$ cat src/sv/gunifrac_pkg.sv
// package for the generalized unifrac pair distance block
// holds payload structs and fixed-point constants; no dependencies
package gunifrac_pkg;

  localparam int FracBits  = 16;
  localparam int AccWidth  = 56;
  localparam int FracW     = 17;
  localparam int LenW      = 24;
  localparam int SumW      = 18;
  localparam int SqrtW     = 17;
  localparam int WeightW   = 26;
  localparam int SqrtSteps = 17;

  typedef struct packed {
    logic [FracW-1:0] sample_a_fraction;
    logic [FracW-1:0] sample_b_fraction;
    logic [LenW-1:0]  branch_length;
    logic             last_branch;
  } gunifrac_in_t;

  typedef struct packed {
    logic [FracW-1:0] dist_unweighted;
    logic [FracW-1:0] dist_half;
    logic [FracW-1:0] dist_full;
    logic             no_branches;
  } gunifrac_out_t;

endpackage

$ cat src/sv/generalized_unifrac_pair_distance.sv
// top level of the generalized unifrac pair distance block
// depends on gunifrac_pkg; serial divide, square root and multiply steps
// a non-empty branch runs the divide, root, multiply, weighting and accumulate steps before
// the next branch is accepted; a last branch then runs the ratio step and waits for output,
//   an empty last one skips to ratio; an empty branch that is not last is taken every cycle
// reset: asynchronous active low, clears the accumulators and control state
module generalized_unifrac_pair_distance
  import gunifrac_pkg::*;
(
  input  logic          clk_i,
  input  logic          rst_ni,
  input  logic          in_valid_i,
  output logic          in_ready_o,
  input  gunifrac_in_t  in_data_i,
  output logic          out_valid_o,
  input  logic          out_ready_i,
  output gunifrac_out_t out_data_o
);

  typedef enum logic [3:0] {
    S_IDLE, S_DIV, S_SQRT, S_MUL, S_NMUL, S_ACC, S_RATIO, S_OUT
  } state_e;

  state_e state_q;
  logic [5:0] cnt_q;
  logic [1:0] sel_q;
  logic last_q;
  logic [SumW-1:0] s_q;
  logic [LenW-1:0] len_q;
  // divider: remainder and quotient
  logic [SumW:0] rem_q;
  logic [FracW-1:0] ad_q;
  logic [FracW-1:0] diff_q;
  // root: radicand, remainder, root
  logic [SumW+FracBits-1:0] rad_q;
  logic [SqrtW+2:0] srem_q;
  logic [SqrtW:0] root_q;
  // multiplier: multiplicand shifts, product accumulates
  logic [SqrtW+LenW:0] p5_q, p1_q;
  logic [WeightW-1:0] w0_q, w5_q, w1_q;
  logic [WeightW+FracW:0] n0_q, n5_q, n1_q;
  logic [AccWidth-1:0] num_q [3];
  logic [AccWidth-1:0] den_q [3];
  logic [AccWidth:0] rrem_q;
  logic [FracW-1:0] rq_q;
  logic [FracW-1:0] dist_q [3];
  gunifrac_out_t out_q;
  logic nb_q;

  logic [SumW:0] div_try;
  logic [SqrtW+2:0] srem_sh, strial;
  logic [AccWidth:0] rnext;

  function automatic logic [AccWidth-1:0] sat_add(logic [AccWidth-1:0] a,
                                                  logic [AccWidth-1:0] b);
    logic [AccWidth:0] t;
    t = {1'b0, a} + {1'b0, b};
    return t[AccWidth] ? {AccWidth{1'b1}} : t[AccWidth-1:0];
  endfunction

  assign div_try = {rem_q[SumW-1:0], ad_q[FracW-1]};
  assign srem_sh = {srem_q[SqrtW:0], rad_q[SumW+FracBits-1 -: 2]};
  assign strial  = {root_q, 2'b01};
  assign rnext   = {rrem_q[AccWidth-1:0], 1'b0};

  assign in_ready_o  = (state_q == S_IDLE);
  assign out_valid_o = (state_q == S_OUT);
  assign out_data_o  = out_q;

  always_ff @(posedge clk_i or negedge rst_ni) begin
    if (!rst_ni) begin
      state_q <= S_IDLE;
      cnt_q   <= '0;
      sel_q   <= '0;
      last_q  <= 1'b0;
      for (int i = 0; i < 3; i++) begin
        num_q[i] <= '0;
        den_q[i] <= '0;
      end
    end else begin
      unique case (state_q)
        S_IDLE: begin
          if (in_valid_i) begin
            s_q    <= SumW'(in_data_i.sample_a_fraction) + SumW'(in_data_i.sample_b_fraction);
            ad_q   <= (in_data_i.sample_a_fraction > in_data_i.sample_b_fraction) ?
                      in_data_i.sample_a_fraction - in_data_i.sample_b_fraction :
                      in_data_i.sample_b_fraction - in_data_i.sample_a_fraction;
            len_q  <= in_data_i.branch_length;
            last_q <= in_data_i.last_branch;
            rem_q  <= '0;
            diff_q <= '0;
            cnt_q  <= '0;
            if (in_data_i.sample_a_fraction == '0 && in_data_i.sample_b_fraction == '0) begin
              state_q <= in_data_i.last_branch ? S_RATIO : S_IDLE;
              sel_q   <= '0;
            end else begin
              state_q <= S_DIV;
            end
          end
        end
        S_DIV: begin
          // restoring division of ad*2^F by s, one quotient bit per cycle
          if (div_try >= {1'b0, s_q}) begin
            rem_q <= div_try - {1'b0, s_q};
          end else begin
            rem_q <= div_try;
          end
          diff_q <= {diff_q[FracW-2:0], (div_try >= {1'b0, s_q})};
          ad_q   <= {ad_q[FracW-2:0], 1'b0};
          if (cnt_q == 6'(FracBits + FracW - 1)) begin
            state_q <= S_SQRT;
            cnt_q   <= '0;
            rad_q   <= {s_q, {FracBits{1'b0}}};
            srem_q  <= '0;
            root_q  <= '0;
          end else begin
            cnt_q <= cnt_q + 6'd1;
          end
        end
        S_SQRT: begin
          // two radicand bits per cycle, one root bit
          if (srem_sh >= strial) begin
            srem_q <= srem_sh - strial;
            root_q <= {root_q[SqrtW-1:0], 1'b1};
          end else begin
            srem_q <= srem_sh;
            root_q <= {root_q[SqrtW-1:0], 1'b0};
          end
          rad_q <= {rad_q[SumW+FracBits-3:0], 2'b00};
          if (cnt_q == 6'(SqrtSteps - 1)) begin
            state_q <= S_MUL;
            cnt_q   <= '0;
            p5_q    <= '0;
            p1_q    <= '0;
          end else begin
            cnt_q <= cnt_q + 6'd1;
          end
        end
        S_MUL: begin
          // shift-add over the length bits, lsb first
          if (len_q[cnt_q[4:0]]) begin
            p5_q <= p5_q + ((SqrtW+LenW+1)'(root_q[SqrtW-1:0]) << cnt_q[4:0]);
            p1_q <= p1_q + ((SqrtW+LenW+1)'(s_q) << cnt_q[4:0]);
          end
          if (cnt_q == 6'(LenW - 1)) begin
            state_q <= S_NMUL;
            cnt_q   <= '0;
          end else begin
            cnt_q <= cnt_q + 6'd1;
          end
        end
        S_NMUL: begin
          if (cnt_q == '0) begin
            w0_q <= WeightW'(len_q);
            w5_q <= WeightW'(p5_q >> FracBits);
            w1_q <= WeightW'(p1_q >> FracBits);
            n0_q <= '0;
            n5_q <= '0;
            n1_q <= '0;
            cnt_q <= 6'd1;
          end else begin
            // diff * w, one diff bit per cycle
            if (diff_q[cnt_q[4:0] - 5'd1]) begin
              n0_q <= n0_q + ((WeightW+FracW+1)'(w0_q) << (cnt_q[4:0] - 5'd1));
              n5_q <= n5_q + ((WeightW+FracW+1)'(w5_q) << (cnt_q[4:0] - 5'd1));
              n1_q <= n1_q + ((WeightW+FracW+1)'(w1_q) << (cnt_q[4:0] - 5'd1));
            end
            cnt_q <= cnt_q + 6'd1;
            if (cnt_q == 6'(FracW)) begin
              state_q <= S_ACC;
            end
          end
        end
        S_ACC: begin
          num_q[0] <= sat_add(num_q[0], AccWidth'(n0_q >> FracBits));
          num_q[1] <= sat_add(num_q[1], AccWidth'(n5_q >> FracBits));
          num_q[2] <= sat_add(num_q[2], AccWidth'(n1_q >> FracBits));
          den_q[0] <= sat_add(den_q[0], AccWidth'(w0_q));
          den_q[1] <= sat_add(den_q[1], AccWidth'(w5_q));
          den_q[2] <= sat_add(den_q[2], AccWidth'(w1_q));
          sel_q    <= '0;
          cnt_q    <= '0;
          state_q  <= last_q ? S_RATIO : S_IDLE;
        end
        S_RATIO: begin
          if (cnt_q == '0) begin
            rrem_q <= {1'b0, num_q[sel_q]};
            rq_q   <= '0;
            cnt_q  <= 6'd1;
          end else if (cnt_q <= 6'(FracBits)) begin
            if (rnext >= {1'b0, den_q[sel_q]}) begin
              rrem_q <= rnext - {1'b0, den_q[sel_q]};
              rq_q   <= {rq_q[FracW-2:0], 1'b1};
            end else begin
              rrem_q <= rnext;
              rq_q   <= {rq_q[FracW-2:0], 1'b0};
            end
            cnt_q <= cnt_q + 6'd1;
          end else begin
            priority if (den_q[sel_q] == '0) begin
              dist_q[sel_q] <= '0;
            end else if (num_q[sel_q] >= den_q[sel_q]) begin
              dist_q[sel_q] <= FracW'(1) << FracBits;
            end else begin
              dist_q[sel_q] <= rq_q;
            end
            cnt_q <= '0;
            if (sel_q == 2'd2) begin
              state_q <= S_OUT;
            end else begin
              sel_q <= sel_q + 2'd1;
            end
          end
        end
        S_OUT: begin
          if (out_ready_i) begin
            state_q <= S_IDLE;
          end
        end
        default: state_q <= S_IDLE;
      endcase
      if (state_q == S_RATIO && sel_q == 2'd2 && cnt_q == 6'(FracBits + 1)) begin
        for (int i = 0; i < 3; i++) begin
          num_q[i] <= '0;
          den_q[i] <= '0;
        end
      end
    end
  end

  always_comb begin
    out_q.dist_unweighted = dist_q[0];
    out_q.dist_half       = dist_q[1];
    out_q.dist_full       = dist_q[2];
    out_q.no_branches     = (dist_q[0] == '0) && (dist_q[1] == '0) && (dist_q[2] == '0)
                            && nb_q;
  end

  always_ff @(posedge clk_i or negedge rst_ni) begin
    if (!rst_ni) begin
      nb_q <= 1'b0;
    end else if (state_q == S_RATIO && sel_q == 2'd0 && cnt_q == '0) begin
      nb_q <= (den_q[0] == '0) && (den_q[1] == '0) && (den_q[2] == '0);
    end
  end

  a_ready_out: assert property (@(posedge clk_i) disable iff (!rst_ni)
    !(in_ready_o && out_valid_o)) else $error("ready while result pending");
  a_out_hold: assert property (@(posedge clk_i) disable iff (!rst_ni)
    out_valid_o && !out_ready_i |=> out_valid_o && $stable(out_data_o))
    else $error("result dropped");
  a_nb_zero: assert property (@(posedge clk_i) disable iff (!rst_ni)
    out_valid_o && out_data_o.no_branches |-> out_data_o.dist_full == '0)
    else $error("empty pair with distance");

endmodule

$ cat config.mk
export PLATFORM = sky130hd
export DESIGN_NAME = generalized_unifrac_pair_distance
export DESIGN_NICKNAME = d
export VERILOG_FILES = /design/src/sv/gunifrac_pkg.sv /design/src/sv/generalized_unifrac_pair_distance.sv
export SDC_FILE = /design/constraint.sdc
export NUM_CORES = 2
export LEC_CHECK = 0
export BUFFER_PORTS_ARGS = -buffer_cell sky130_fd_sc_hd__buf_2
export CORE_ASPECT_RATIO = 1.4
export CORE_MARGIN = 8
export CORE_UTILIZATION = 30
export CTS_CLUSTER_SIZE = 20
export DETAILED_ROUTE_END_ITERATION = 12
export GPL_ROUTABILITY_DRIVEN = 0
export PLACE_DENSITY = 0.52
export SETUP_SLACK_MARGIN = 0.2
export SKIP_CTS_REPAIR_TIMING = 1
export SYNTH_ARGS = -nofsm -noshare
export SYNTH_HDL_FRONTEND = slang
export SYNTH_SLANG_ARGS = --single-unit
$ cat constraint.sdc
create_clock -name clk_i -period 14.39 [get_ports clk_i]
set_clock_uncertainty 0.2 [all_clocks]
set_input_delay 0.7195 -clock clk_i [delete_from_list [all_inputs] [get_ports clk_i]]
set_output_delay 0.7195 -clock clk_i [all_outputs]
set_load 0.005 [all_outputs]
## Word-level counts from Yosys, hierarchy flattened

Memories as Yosys holds them, arrays and structs flattened.
Cells that the tools add are included.
Widths: inputs -> output; s select.

| word-level totals | value |
|---|---|
| register bits | 879 |
| memories kept | 1 |
| logic and storage cells | 232 |
| memory bits (writable) | 51 |
| input port bits | 63 |

| cells by class | value |
|---|---|
| reductions and logical operators | 44 |
| shift-type cells | 5 |
| mux-type cells | 96 |
| bitwise operators | 3 |
| $lt $le $gt $ge | 9 |
| add/subtract/negate cells | 20 |
| eq/ne operators | 25 |

Memory list:

| memory | depth | bits a word | rd ports | clocked after Yosys merged registers in | wr ports | RTL line | RTL |
|---|---|---|---|---|---|---|---|
| dist_q | 3 | 17 | 3 | 0 | 1 | generalized_unifrac_pair_distance.sv:46 | `logic [FracW-1:0] dist_q [3];` |

Operators with widths:

| kind | count |
|---|---|
| $mux 56 | 13 |
| $mux 168 | 4 |
| $bmux 56 s2 | 2 |
| $logic_not 56->1 | 4 |
| $add 56x28->57 | 3 |
| $pmux 42 s2 | 2 |
| $add 44x44->44 | 3 |
| $mux 44 | 3 |
| $mux 42 | 3 |
| $add 56x26->57 | 2 |
| $pmux 18 s2 | 3 |
| $mux 17 | 6 |
| $mux 18 | 5 |
| $shl 26x5->44 | 2 |
| $logic_not 17->1 | 5 |
| $add 42x42->42 | 2 |
| $pmux 17 s2 | 2 |
| $pmux 34 s2 | 1 |
| $add 56x24->57 | 1 |
| $ge 57x56->1 | 1 |
| $ge 56x56->1 | 1 |
| $sub 56x56->56 | 1 |
| $shl 24x5->44 | 1 |
| $mux 6 | 7 |
| other kinds (45) | 125 |

## Logic depth before layout (Yosys ltp)

| depth | value |
|---|---|
| depth after elaboration | 14 |
| mapped depth | 30 |

## Worst setup path before layout

No wires, ideal clock.

| path | value |
|---|---|
| path kind | flip-flop to flip-flop |
| start | reg cnt_q[0] |
| end | reg n0_q[0] (enable) |
| period minus slack after synthesis | 11,315 ps |
| cell stages (with the launch flop) | 15 |
| library setup time | 702 ps |
| data arrival time | 10,413 ps |
| buffers on the path | 8 |
| slack | 3,075 ps |
| cell sequence | dfrtp_1 -> buf_2 -> buf_4 -> inv_1 -> clkbuf_1 -> buf_1 -> ha_1 -> buf_2 -> buf_2 -> buf_1 -> buf_1 -> mux4_2 -> mux4_2 -> nand2_1 -> a31oi_1 |

| between the ends | value |
|---|---|
| cells in the longest elaborated chain, start to end | 5 |
| elaborated cells between the ends (all ways) | 6 |
| classes of those cells | add/sub: 1; mux: 2; reduce/logical: 3 |

Ends and longest elaborated chain:

| item | RTL line | RTL |
|---|---|---|
| start: declaration | generalized_unifrac_pair_distance.sv:25 | `logic [5:0] cnt_q;` |
| start signal: assignment | generalized_unifrac_pair_distance.sv:117 | `cnt_q <= cnt_q + 6'd1;` |
| start signal: assignment | generalized_unifrac_pair_distance.sv:136 | `cnt_q <= cnt_q + 6'd1;` |
| start signal: assignment | generalized_unifrac_pair_distance.sv:149 | `cnt_q <= cnt_q + 6'd1;` |
| $sub 5x1->5 | generalized_unifrac_pair_distance.sv:163 | `if (diff_q[cnt_q[4:0] - 5'd1]) begin` |
| $bmux 1 s5 | generalized_unifrac_pair_distance.sv:163 |  |
| $mux 1 (implied by the code) | generalized_unifrac_pair_distance.sv:163 |  |
| $reduce_bool 2->1 (no source line) (*) | - |  |
| $reduce_and 3->1 (no source line) (*) | - |  |
| end signal: assignment | generalized_unifrac_pair_distance.sv:164 | `n0_q <= n0_q + ((WeightW+FracW+1)'(w0_q) << (cnt_q[4:0] - 5'd1));` |
| end: declaration | generalized_unifrac_pair_distance.sv:41 | `logic [WeightW+FracW:0] n0_q, n5_q, n1_q;` |

Every way passes the cells marked *; elsewhere a longest branch is shown, timed or not. The select of a mux whose other input is x is not followed.
A chain may end at the register's enable or synchronous reset.

## Final worst setup path

| path | value |
|---|---|
| start | reg cnt_q[0] |
| end | reg n1_q[43] (data pin) |

| between the ends | value |
|---|---|
| cells in the longest elaborated chain, start to end | 4 |
| elaborated cells between the ends (all ways) | 5 |
| classes of those cells | add/sub: 2; shift: 1; mux: 1; reduce/logical: 1 |

Ends and longest elaborated chain:

| item | RTL line | RTL |
|---|---|---|
| $sub 5x1->5 | generalized_unifrac_pair_distance.sv:166 | `n1_q <= n1_q + ((WeightW+FracW+1)'(w1_q) << (cnt_q[4:0] - 5'd1));` |
| $shl 26x5->44 | generalized_unifrac_pair_distance.sv:166 |  |
| $add 44x44->44 | generalized_unifrac_pair_distance.sv:166 |  |
| $mux 44 | generalized_unifrac_pair_distance.sv:163 |  |
| end signal: assignment | generalized_unifrac_pair_distance.sv:166 |  |
| end: declaration | generalized_unifrac_pair_distance.sv:41 |  |

Parallel ways exist; a longest one is shown, timed or not. The select of a mux whose other input is x is not followed.

==> summary.txt <==
Route
  • Routed WL per cell: 23.7 µm
  • Antenna-violating nets left: 0
  • Routed vias/inst: 5.71
  • DR vias: 67,100
  • DR iter-0 viols: 5,260
  • Post-Route WL: 278,000 µm
  • Residual DRC count: 0
  • TritonRoute pass-1 iters: 8

Setup path
  • Levels on crit path: 17
  • Slowest stage delay, CP: 0.80 ns
  • Critical path's slowest cell: dfrtp_4
  • Critical path arrival: 7.41 ns
  • CP delay by family, top: compound AO/OA/AOI/OAI gates
  • CP bufs+invs: 2
  • Worst Path Required: 14.68 ns
  • Reg2Reg Depth: 17
  • Crit. End Element: flop
  • Startpoint types: flop
  • Critical path class: reg -> reg
  • Worst Path Max Fanout: 60
  • Critical path cell sequence: inv_1, ha_4, buf_4, mux4_2, nand2_1, o21ai_0, o21ai_0, o22ai_1, ha_1, and3_1, nand2_1, or3_1, o21ai_0, a31oi_1, o211ai_1, mux2i_1, nand2_1

Global route
  • Vias in the first global route: 65,200
  • Gr ovfl total: 0
  • First-pass GRT wire length: 412,000 µm
  • Largest net degree at the start of global routing: 128
  • Total track usage: 0.200
  • Initial antenna violation count: 14

Die
  • Die area: 263,000 µm²
  • Die width: 436 µm
  • Die H: 604 µm
  • Core box area: 246,000 µm²
  • I/O Pins: 117
  • Initial Util: 0.301
  • Row cnt: 216

Pwr
  • Peak supply drop: 0.000198 V
  • Power Dens Cells: 272 nW/µm²
  • LEAKAGE: 32.7 nW
  • Pwr Total: 22.2 mW

Hold path
  • Worst Hold Class: in -> reg
  • Worst hold path depth: 1

Yosys
  • Syn Nets: 9,147
  • Top_reg_cell synth: edfxtp_1
  • Post-synthesis cell type count: 106
  • Post-Synthesis Cells: 8,490
  • Post-synthesis cell area: 74,100 µm²
  • EDFF count, synth: 564
  • Syn_area_per_cell: 8.72 µm²
  • Asr flop ratio synth: 0.382
  • Synth top area cells: edfxtp_1, dfrtp_1, ha_1
  • Register area share after synthesis: 0.347
  • Flops & latches, synth: 913
  • Yosys top cell by area: edfxtp_1
  • Ys Warns: 0
  • Share of the synthesized area in the top cell type: 0.229

Clocking
  • Root buf cell: clkbuf_16
  • Sink Count: 913
  • CTS tree: done
  • Reg clk slew, reported paths: 0.07 ns
  • Clk_lat worst skew: 0.76 ns
  • Htree depth: 3
  • Longest Clk Path Bufs: 3
  • CTS Buf Count: 102

STA
  • Fin. max-slew vios: 0
  • Max frequency: 0.140 GHz
  • RSZ-0062 raised after global routing: no
  • Fraction of the cycle the final worst path needs: 0.495
  • Hold Vio Cnt, Final: 0
  • Slew HR: 0.137
  • TNS Setup: 0 ns
  • Final critical-path required period: 7.12 ns
  • Finish-stage setup viols: 0
  • Final setup margin: 7.27 ns
  • Slew @ Worst Pin: 1.28 ns

Cells and area
  • Share of layout cells above drive strength 1: 0.0708
  • P&R area growth vs syn: 10.4%
  • Total Nets Final: 9,044
  • Post-Route Utilization: 0.332

Run status
  • Status: completed

Placement
  • Detail Placement HPWL: 214,000 µm
  • IO Port Bufs: 116
  • Pre-CTS setup slack: 7.39 ns

Job
  • # Max-Cap Violations: 0
==> Yosys cell counts (72+ instances only) <==
master      n
nor4_1    101
a31oi_1   204
inv_1     233
o21ai_0   545
a21o_1    298
a211oi_1   97
mux2i_1   246
a21oi_1   892
dfrtp_1   349
nor2_1    838
nand3_1   224
edfxtp_1  564
clkbuf_1  336
nand4_1   131
o21a_1    110
o22ai_1    72
and2_1    117
nor2b_1    88
nor3_1    178
xor2_1    165
xnor2_1   234
nand2_1   774
and3_1    154
nand2b_1   73
ha_1      578
==> metal layers <==
layer	vias up	share of wire	GRT usage
met5	-	0.00020	0
met4	8	0.11	0.174
met3	770	0.046	0.0254
met2	2277	0.48	0.342
met1	32500	0.37	0.219
li1	31600	-	-
==> report_power, final <==
group          total [mW]  internal [mW]  switching (mW)  leakage (nW)
clock                2.88           1.63            1.25          1.70
sequential           4.40           3.71           0.688          9.63
combinational        14.9           5.65            9.28          21.4
==> per-stage QoR <==
step | instance area [µm²] | cells | hold slack [ns]
after global placement | 77900 | 11500 | 0.256
after detailed placement | 77900 | 11500 | 0.267
final | 81800 | 11800 | 0.0330
after CTS | 81500 | 11700 | -0.394
after floorplan | 74100 | 8490 | 0.221
after global routing | 81700 | 11700 | 0.0131
==> logic make-up after synthesis <==
kind of cell,after synthesis,share of synthesized area
mux,332,0.0542
flops,913,0.347
compound gates,2728,0.232
fa+ha+maj,594,0.102
simple gates,2849,0.183
buf+inv,675,0.0357
xor+xnor,399,0.0472
==> layout by cell type (no fill, tap or decap), types with 230 or more instances in the layout <==
| master | synthesis | layout |
|---|---|---|
| a21oi_1 | 892 | 892 |
| xnor2_1 | 234 | 230 |
| nand2_1 | 774 | 773 |
| edfxtp_1 | 564 | 564 |
| inv_1 | 233 | 233 |
| a21o_1 | 298 | 298 |
| dfrtp_1 | 349 | 343 |
| mux2i_1 | 246 | 246 |
| o21ai_0 | 545 | 545 |
| ha_1 | 578 | 577 |
| nor2_1 | 838 | 835 |
==> final timing paths <==
| path | start | endpoint | slack, ns |
|---|---|---|---|
| max in group asynchronous | rst_ni | num_q[116] | 11.56 |
| hold / removal | in_data_i[12] | len_q[11] | 0.03 |
| setup reg to reg | cnt_q[0] | n1_q[43] | 7.27 |
| setup / recovery | cnt_q[0] | n1_q[43] | 7.27 |
| hold reg to reg | p5_q[30] | w5_q[14] | 0.27 |
| min in group asynchronous | rst_ni | den_q[134] | 0.26 |
==> registers in the layout, summed over array words and instances (netlist names), 24 cells and up <==
| signal | count |
|---|---|
| w0_q | 24 |
| rrem_q | 56 |
| n1_q | 44 |
| dist_q | 51 |
| w1_q | 26 |
| len_q | 24 |
| p5_q | 42 |
| w5_q | 26 |
| p1_q | 42 |
| n0_q | 44 |
| den_q | 168 |
| n5_q | 44 |
| num_q | 168 |
==> cell type report <==
class,instances,area [µm²]
fill,25500,165000
antenna,10,25.0
inverter,234,878
multi-input combinational,6902,46000
timing repair buffer,234,1550
clock inverter,65,860
clock buffer,126,2710
sequential,913,25700
tap,3270,4090
(Power assumes the default switching activity.)
